==> config.mk <==
export PLATFORM = sky130hd
export DESIGN_NAME = earliest_free_server_scheduler
export DESIGN_NICKNAME = d
export VERILOG_FILES = /design/src/rtl/core/efs_pkg.sv /design/src/rtl/core/earliest_free_server_scheduler.sv
export SDC_FILE = /design/constraint.sdc
export NUM_CORES = 1
export LEC_CHECK = 0
export BUFFER_PORTS_ARGS = -buffer_cell sky130_fd_sc_hd__clkbuf_2
export CORE_ASPECT_RATIO = 0.5
export CORE_MARGIN = 1
export CORE_UTILIZATION = 40
export DETAILED_ROUTE_END_ITERATION = 7
export PLACE_DENSITY = 0.61
export SETUP_SLACK_MARGIN = 0.3
export SYNTH_ARGS = -nofsm -noshare
export SYNTH_HDL_FRONTEND = slang
export SYNTH_SLANG_ARGS = --single-unit
==> constraint.sdc <==
create_clock -name clk_i -period 12.6 [get_ports clk_i]
set_clock_uncertainty 0.2 [all_clocks]
set_input_delay 0.63 -clock clk_i [delete_from_list [all_inputs] [get_ports clk_i]]
set_output_delay 0.63 -clock clk_i [all_outputs]
set_load 0.005 [all_outputs]
==> src/rtl/core/efs_pkg.sv <==
// Package for the earliest-free server scheduler.
// Holds sizes, request codes and the sequencer state type; no dependencies.
package efs_pkg;

  localparam int unsigned MaxServers = 16;
  localparam int unsigned TimeBits   = 40;
  localparam int unsigned IdxBits    = $clog2(MaxServers);
  localparam int unsigned CntBits    = $clog2(MaxServers + 1);
  localparam int unsigned RateBits   = 8;
  localparam int unsigned ItemBits   = 8;
  localparam int unsigned WorkBits   = RateBits + ItemBits;
  localparam int unsigned CfgBits    = 5;

  localparam int unsigned InDataBits  = 24;
  localparam int unsigned OutDataBits = 128;

  typedef enum logic [1:0] {
    REQ_LOAD  = 2'd0,
    REQ_JOB   = 2'd1,
    REQ_CLEAR = 2'd2,
    REQ_NONE  = 2'd3
  } req_e;

  typedef enum logic [2:0] {
    ST_IDLE,
    ST_SCAN,
    ST_MUL,
    ST_ADD,
    ST_UPDATE
  } state_e;

endpackage

==> src/rtl/core/earliest_free_server_scheduler.sv <==
// Earliest-free server scheduler top level; depends on efs_pkg.
// Sequence: a job transfer starts a scan of the N active servers (one compare
//   per scan cycle), then ST_MUL, ST_ADD and ST_UPDATE register the result.
// Ready only in ST_IDLE: no new request while a job runs or the result stalls.
// Reset (rst_ni low, asynchronous): free times and makespan read as zero,
//   server count is 1, rates stay undefined until loaded.
module earliest_free_server_scheduler (
  input  logic                              clk_i,
  input  logic                              rst_ni,
  input  logic                              cfg_we_i,
  input  logic [efs_pkg::CfgBits-1:0]       cfg_wdata_i,    // server_count
  input  logic                              s_axis_tvalid_i,
  output logic                              s_axis_tready_o,
  // [3:0] server_index, [11:4] unit_rate, [19:12] item_count, [23:20] zero
  input  logic [efs_pkg::InDataBits-1:0]    s_axis_tdata_i,
  input  logic [1:0]                        s_axis_tuser_i, // req_type
  output logic                              m_axis_tvalid_o,
  input  logic                              m_axis_tready_i,
  // [3:0] chosen_server, [43:4] start_time, [83:44] finish_time,
  // [123:84] makespan, [127:124] zero
  output logic [efs_pkg::OutDataBits-1:0]   m_axis_tdata_o,
  output logic                              m_axis_tuser_o  // saturated
);

  localparam int unsigned TB = efs_pkg::TimeBits;
  localparam int unsigned IB = efs_pkg::IdxBits;
  localparam int unsigned CB = efs_pkg::CntBits;

  efs_pkg::state_e state_q, state_d;

  logic [efs_pkg::CfgBits-1:0]   cfg_q;
  logic [efs_pkg::RateBits-1:0]  rate_q  [efs_pkg::MaxServers];
  logic [TB-1:0]                 free_q  [efs_pkg::MaxServers];
  logic [efs_pkg::MaxServers-1:0] valid_q;
  logic [TB-1:0]                 makespan_q;

  logic [CB-1:0]                 scan_q;
  logic [IB-1:0]                 best_q;
  logic [TB-1:0]                 best_time_q;
  logic [efs_pkg::ItemBits-1:0]  count_q;
  logic [efs_pkg::WorkBits-1:0]  work_q;
  logic [TB-1:0]                 finish_q;
  logic                          sat_q;

  logic                          out_valid_q;
  logic [IB-1:0]                 out_server_q;
  logic [TB-1:0]                 out_start_q, out_finish_q, out_make_q;
  logic                          out_sat_q;

  logic [CB-1:0]                 active_n;
  logic [TB-1:0]                 scan_time, zero_time;
  logic [TB:0]                   sum;
  logic                          in_xfer, out_free;
  efs_pkg::req_e                 req;
  logic [IB-1:0]                 in_idx;
  logic [efs_pkg::RateBits-1:0]  in_rate;
  logic [efs_pkg::ItemBits-1:0]  in_count;

  assign req      = efs_pkg::req_e'(s_axis_tuser_i);
  assign in_idx   = s_axis_tdata_i[3:0];
  assign in_rate  = s_axis_tdata_i[11:4];
  assign in_count = s_axis_tdata_i[19:12];
  assign in_xfer  = s_axis_tvalid_i && s_axis_tready_o;
  assign out_free = !out_valid_q || m_axis_tready_i;

  // clamp the configured count to 1..MaxServers
  always_comb begin
    if (cfg_q == '0) begin
      active_n = CB'(1);
    end else if (CB'(cfg_q) > CB'(efs_pkg::MaxServers)) begin
      active_n = CB'(efs_pkg::MaxServers);
    end else begin
      active_n = CB'(cfg_q);
    end
  end

  // entries not written since the last clear read as zero
  assign scan_time = valid_q[scan_q[IB-1:0]] ? free_q[scan_q[IB-1:0]] : '0;
  assign zero_time = valid_q[0] ? free_q[0] : '0;
  assign sum       = {1'b0, best_time_q} + {{(TB + 1 - efs_pkg::WorkBits){1'b0}}, work_q};

  always_comb begin
    state_d         = state_q;
    s_axis_tready_o = 1'b0;
    unique case (state_q)
      efs_pkg::ST_IDLE: begin
        s_axis_tready_o = 1'b1;
        if (s_axis_tvalid_i && req == efs_pkg::REQ_JOB) begin
          state_d = efs_pkg::ST_SCAN;
        end
      end
      efs_pkg::ST_SCAN: begin
        if (scan_q >= active_n) begin
          state_d = efs_pkg::ST_MUL;
        end
      end
      efs_pkg::ST_MUL:    state_d = efs_pkg::ST_ADD;
      efs_pkg::ST_ADD:    state_d = efs_pkg::ST_UPDATE;
      efs_pkg::ST_UPDATE: begin
        if (out_free) begin
          state_d = efs_pkg::ST_IDLE;
        end
      end
      default:            state_d = efs_pkg::ST_IDLE;
    endcase
  end

  always_ff @(posedge clk_i or negedge rst_ni) begin
    if (!rst_ni) begin
      state_q     <= efs_pkg::ST_IDLE;
      cfg_q       <= efs_pkg::CfgBits'(1);
      valid_q     <= '0;
      makespan_q  <= '0;
      out_valid_q <= 1'b0;
    end else begin
      state_q <= state_d;
      if (cfg_we_i) begin
        cfg_q <= cfg_wdata_i;
      end
      if (in_xfer && req == efs_pkg::REQ_CLEAR) begin
        valid_q    <= '0;
        makespan_q <= '0;
      end
      if (state_q == efs_pkg::ST_UPDATE && out_free) begin
        valid_q[best_q] <= 1'b1;
        out_valid_q     <= 1'b1;
        if (finish_q > makespan_q) begin
          makespan_q <= finish_q;
        end
      end else if (m_axis_tready_i) begin
        out_valid_q <= 1'b0;
      end
    end
  end

  // datapath registers, no reset needed
  always_ff @(posedge clk_i) begin
    if (in_xfer && req == efs_pkg::REQ_LOAD) begin
      rate_q[in_idx] <= in_rate;
    end
    if (in_xfer && req == efs_pkg::REQ_JOB) begin
      count_q     <= in_count;
      best_q      <= '0;
      best_time_q <= zero_time;
      scan_q      <= CB'(1);
    end
    if (state_q == efs_pkg::ST_SCAN && scan_q < active_n) begin
      // strict compare keeps the lowest index on ties
      if (scan_time < best_time_q) begin
        best_q      <= scan_q[IB-1:0];
        best_time_q <= scan_time;
      end
      scan_q <= scan_q + CB'(1);
    end
    if (state_q == efs_pkg::ST_MUL) begin
      work_q <= rate_q[best_q] * count_q;
    end
    if (state_q == efs_pkg::ST_ADD) begin
      // clip at the largest time on carry out
      sat_q    <= sum[TB];
      finish_q <= sum[TB] ? {TB{1'b1}} : sum[TB-1:0];
    end
    if (state_q == efs_pkg::ST_UPDATE && out_free) begin
      free_q[best_q] <= finish_q;
      out_server_q   <= best_q;
      out_start_q    <= best_time_q;
      out_finish_q   <= finish_q;
      out_make_q     <= (finish_q > makespan_q) ? finish_q : makespan_q;
      out_sat_q      <= sat_q;
    end
  end

  assign m_axis_tvalid_o = out_valid_q;
  assign m_axis_tdata_o  = {4'b0, out_make_q, out_finish_q, out_start_q, out_server_q};
  assign m_axis_tuser_o  = out_sat_q;

endmodule

==> Word level (Yosys, flattened, before mapping) <==
Memory sizes are Yosys's and may differ from the RTL's. A register that Yosys moved wholly into a read port is not among the register bits.
Cells that the tools add are included.
{ "op_classes": {"addsub": 2, "n_mul": 1, "n_div": 0, "magnitude_cmp": 8, "eq_ne": 9, "shifts": 0, "mux": 34, "bitwise": 1, "reduce_logical": 16} }
{ "ops": {"columns": ["cell", "count"], "rows": [
  ["$mux 40", 9],
  ["$add 40x16->41", 1],
  ["$gt 40x40->1", 1],
  ["$lt 40x40->1", 1],
  ["$mux 16", 2],
  ["$mux 5", 4],
  ["$mul 8x8->16", 1],
  ["$mux 4", 4],
  ["$or 16x16->16", 1],
  ["$pmux 3 s5", 1],
  ["$lt 4x5->1 const B", 2],
  ["$mux 1", 9],
  ["$mux 3", 3],
  ["$logic_and 1x1->1", 8],
  ["$eq 3x2->1 const B", 2],
  ["$ne 2x2->1 const B", 3],
  ["$add 5x1->5 const B", 1],
  ["$ge 5x5->1", 1],
  ["$gt 5x5->1 const B", 1],
  ["$logic_not 5->1", 1],
  ["$lt 5x5->1", 1],
  ["$bmux 1 s4", 1],
  ["$demux 1 s4", 1],
  ["$ge 4x1->1 const B", 1],
  ["10 further kinds", 11]
]} }
{ "word_totals": {"reg_bits": 304, "latch_bits": 0, "mem_bits_rw": 768, "rom_bits": 0, "input_bits": 36, "out_inout_bits": 131, "wordCells": 90, "memories": 2} }
{ "mem_list": {"columns": ["name", "depth", "width", "read_ports", "rd_ports_with_merged_regs", "wr", "line", "source"], "rows": [
  ["free_q", 16, 40, 2, 1, 1, "earliest_free_server_scheduler.sv:33", "logic [TB-1:0] free_q [efs_pkg::MaxServers];"],
  ["rate_q", 16, 8, 1, 1, 1, "earliest_free_server_scheduler.sv:32", "logic [efs_pkg::RateBits-1:0] rate_q [efs_pkg::MaxServers];"]
]} }

==> Depth between registers and ports, before layout <==
{ "logic_depth": {"depth_word": 7, "ltp_mapped": 19, "depth_no_buf": 18} }

==> Least setup slack after synthesis <==
No wires, ideal clock.
{ "synth_timing": {"path_kind": "input -> register", "from": "input port m_axis_tready_i", "to": "memory free_q[12][0] in the netlist's numbering (enable)", "setup_time_ns": 0.489, "arrival_time_ns": 6.732, "t_required_ns": 11.911, "slack_ns": 5.179, "stages": 5, "n_path_buf": 0, "path_cell_list": "nand2b_1 nand3_1 inv_1 nand3_1 nor3_1"} }
{ "synth_via": {"elab_chain_len": 4} }
{ "synth_lines": {"columns": ["element", "line", "source"], "rows": [
  ["start: declaration", "earliest_free_server_scheduler.sv:18", "input logic m_axis_tready_i,"],
  ["$logic_or 1x1->1", "earliest_free_server_scheduler.sv:64", "assign out_free = !out_valid_q || m_axis_tready_i;"],
  ["$logic_and 1x1->1", "earliest_free_server_scheduler.sv:163", "if (state_q == efs_pkg::ST_UPDATE && out_free) begin"],
  ["$mux 1", "earliest_free_server_scheduler.sv:163", null],
  ["$mux 1 (implied by the code)", "earliest_free_server_scheduler.sv:164", "free_q[best_q] <= finish_q;"],
  ["end: declaration", "earliest_free_server_scheduler.sv:33", null]
]} }
No other way between the ends.

==> summary.md <==
| Metric | Value |
|---|---|
| Sink Count | 1076 |
| CP required | 12.97 ns |
| Initial antenna violation count | 1 |
| # IOs | 167 |
| RePlAce Congestion | 0.8636 |
| Vias in the first global route | 24710 |
| Routed len/inst | 24.71 um |
| Flip-flop and latch area | 0.03152 mm2 |
| H-tree lvl count | 3 |
| Async SR Flop Fraction | 6.041% |
| Commonest cells after routing, fill and taps aside | edfxtp_1 (963), mux4_2 (244), inv_1 (184) |
| Fraction of layout cells with a size suffix above 1 | 22.96% |
| Clk slew on worst S/H paths | 0.07 ns |
| Die height | 242.7 um |
| Worst-path fanout max | 100 |
| Clk_lat worst skew | 0.70 ns |
| WL final | 110800 um |
| Worst VDD drop | 0.4267 mV |
| Final slew viol count | 0 |
| Largest net degree at the start of global routing | 108 |
| Area contributors post-synth | edfxtp_1 (62%), mux4_2 (12%), ha_1 (3.7%) |
| P_leak | 18.65 nW |
| Postcts setup bufs | 0 |
| First-pass GRT wire length | 163500 um |
| Overall die width | 483.5 um |
| DP HPWL | 67370 um |
| Area Growth Syn to Fin | 13.52% |
| Worst Path Arrival | 7.62 ns |
| Number of port buffers | 158 |
| Max Freq | 137.9 MHz |
| Commonest non-fill, non-tap cell in the layout | edfxtp_1 |
| Critical Setup Path Class | flop to flop |
| Top FF cell, synth | edfxtp_1 |
| Area occupied by multi-input gates | 0.01385 mm2 |
| Site row count | 87 |
| Number of detailed-route iterations in the first pass | 5 |
| Antenna fix cells | 0 |
| CP Capture Type | flop |
| Routed Antenna Nets | 0 |
| Yosys cell types | 78 |
| Maxcap violations | 0 |
| Mapped Cells | 2664 |
| Post-synthesis sequential area ratio | 67.96% |
| Synth Register Bits | 1076 |
| Post-cts gate resize count | 0 |
| First DRT Iteration DRCs | 2304 |
| EDFF count, synth | 963 |
| Slew HR | 11.34% |
| Initial Util | 40.76% |
| Post-Syn Area per Cell | 17.40 um2 |
| Core area | 0.1138 mm2 |
| DP Area | 0.04922 mm2 |
| Syn. warnings | 0 |
| Period utilization | 57.57% |
| Worst r2r path cells | 13 |
| DP Cell Count | 4285 |
| Cell at the root of the clock tree | clkbuf_16 |
| Post-synthesis cell area | 0.04636 mm2 |
| Finished layout cell area | 0.05263 mm2 |
| Pwr Density | 257.4 mW/mm2 |
| Maximum clock insertion buffer count | 3 |
| Tmin final | 7.254 ns |
| Cells on Worst Hold Path | 2 |
| DR vias | 24630 |
| CTS Buf Count | 98 |
| DRC Markers | 0 |
| Yosys top cell area share | 62.37% |
| CTS tree | built |
| Final hold vios | 0 |
| Pwr Total | 13.55 mW |
| Die area | 0.1174 mm2 |
| Critical Path Start Type | flop |
| RSZ-0062 raised after global routing | false |
| Via density | 5.495 |
| Worst Hold Class | input port to flop |
| Least-Margin Pin Slew | 1.327 ns |
| # fillers | 9566 |
| # hold bufs at CTS | 18 |
| Status | finished clean |
| Non-Filler Instances | 4483 |
| Setup tns final | 0 ns |
| Synth area leader | edfxtp_1 |
| Final setup fails | 0 |
| Total global-route track usage | 18.93% |
| Nets@finish | 3100 |
| Grt ovf | 0 |
[final timing paths]
path | start | to | slack, ns
max in group asynchronous | rst_ni | makespan_q[25] | 10.99
min in group asynchronous | rst_ni | valid_q[13] | 0.18
min | cfg_we_i | cfg_q[3] | 0.08
max reg2reg | flop | best_time_q[1] | 5.35
min reg2reg | sat_q | m_axis_tuser_o | 0.24
max | flop | best_time_q[1] | 5.35
[cells in the mapped netlist, types with 37 or more instances]
cell type  count
ha_1         137
nor2_1        63
dfxtp_1       48
and2_1        86
a21oi_1       50
nand3_1       64
edfxtp_1     963
fa_1          37
clkbuf_1      76
mux2i_1       86
mux4_2       244
dfrtp_1       64
o21ai_0       64
inv_1        185
nand2_1      130
[cell type report]
class                   count  area share [%]
clock buffers             138           5.240
well taps                1513           3.597
clock inverters            42          0.8962
repair buffers            234           2.724
multi-input cells        1294           26.31
inverters                 186           1.336
flip-flops and latches   1076           59.89
[where the power goes]
part / internal, mW / switching [mW]
clock network: 1.68 / 1.33
registers: 4.62 / 0.399
logic: 2.53 / 2.99
[state kept, by name (all words and copies together), names as in the netlist, 40 cells and up, named ones only]
name and cells:
out_start_q 40, out_make_q 40, finish_q 40, best_time_q 40, out_finish_q 40, makespan_q 40
free_q 640, rate_q 128
[metrics by stage]
| step | hold WS, ns | worst slack, ns | utilization (%) |
|---|---|---|---|
| 3_3_place_gp | 0.2097 | 5.571 | 43.27 |
| 6_report | 0.07626 | 5.346 | 46.27 |
| 4_1_cts | 0.02605 | 5.524 | 46.27 |
| 2_1_floorplan | 0.1344 | 5.179 | - |
| 3_5_place_dp | 0.2247 | 5.595 | 43.27 |
| 5_1_grt | 0.05254 | 4.860 | 46.27 |
[cells by family (layout without fill, tap and decap cells)]
kind of cell / after synthesis / count (layout) / share of synthesized area (%)
buffers and inverters: 297 / 600 / 2.523
AOI/OAI and AO/OA: 251 / 251 / 3.570
muxes: 376 / 376 / 15.11
xor gates and xnor gates: 26 / 26 / 0.4912
DFF: 1076 / 1076 / 67.96
and+or+nand+nor: 463 / 463 / 5.047
adders and majority gates: 174 / 174 / 5.295
other: 1 / 4 / 0.008088
[metal layers]
metal | GRT usage (%) | up-vias | wire length [um]
met2 | 29.13 | 800 | 51380
met1 | 27.75 | 12840 | 49650
met5 | 0 | - | 0
li1 | - | 10850 | -
met3 | 3.501 | 147 | 7336
met4 | 4.700 | 0 | 2399
[worst max-delay path, stage by stage (launching register included)]
cell and delay [ns]:
dfxtp_4 0.70, buf_12 0.63, mux4_2 0.62, mux4_2 0.52, and2_1 0.20, ha_1 0.29, a21oi_1 0.15, o21ai_0 0.18
a21oi_1 0.54, o21ai_0 0.17, a2111oi_1 1.19, o21ai_4 0.62, buf_4 0.51, mux2_1 0.37
No activity file was read; power rests on OpenSTA's default activity.
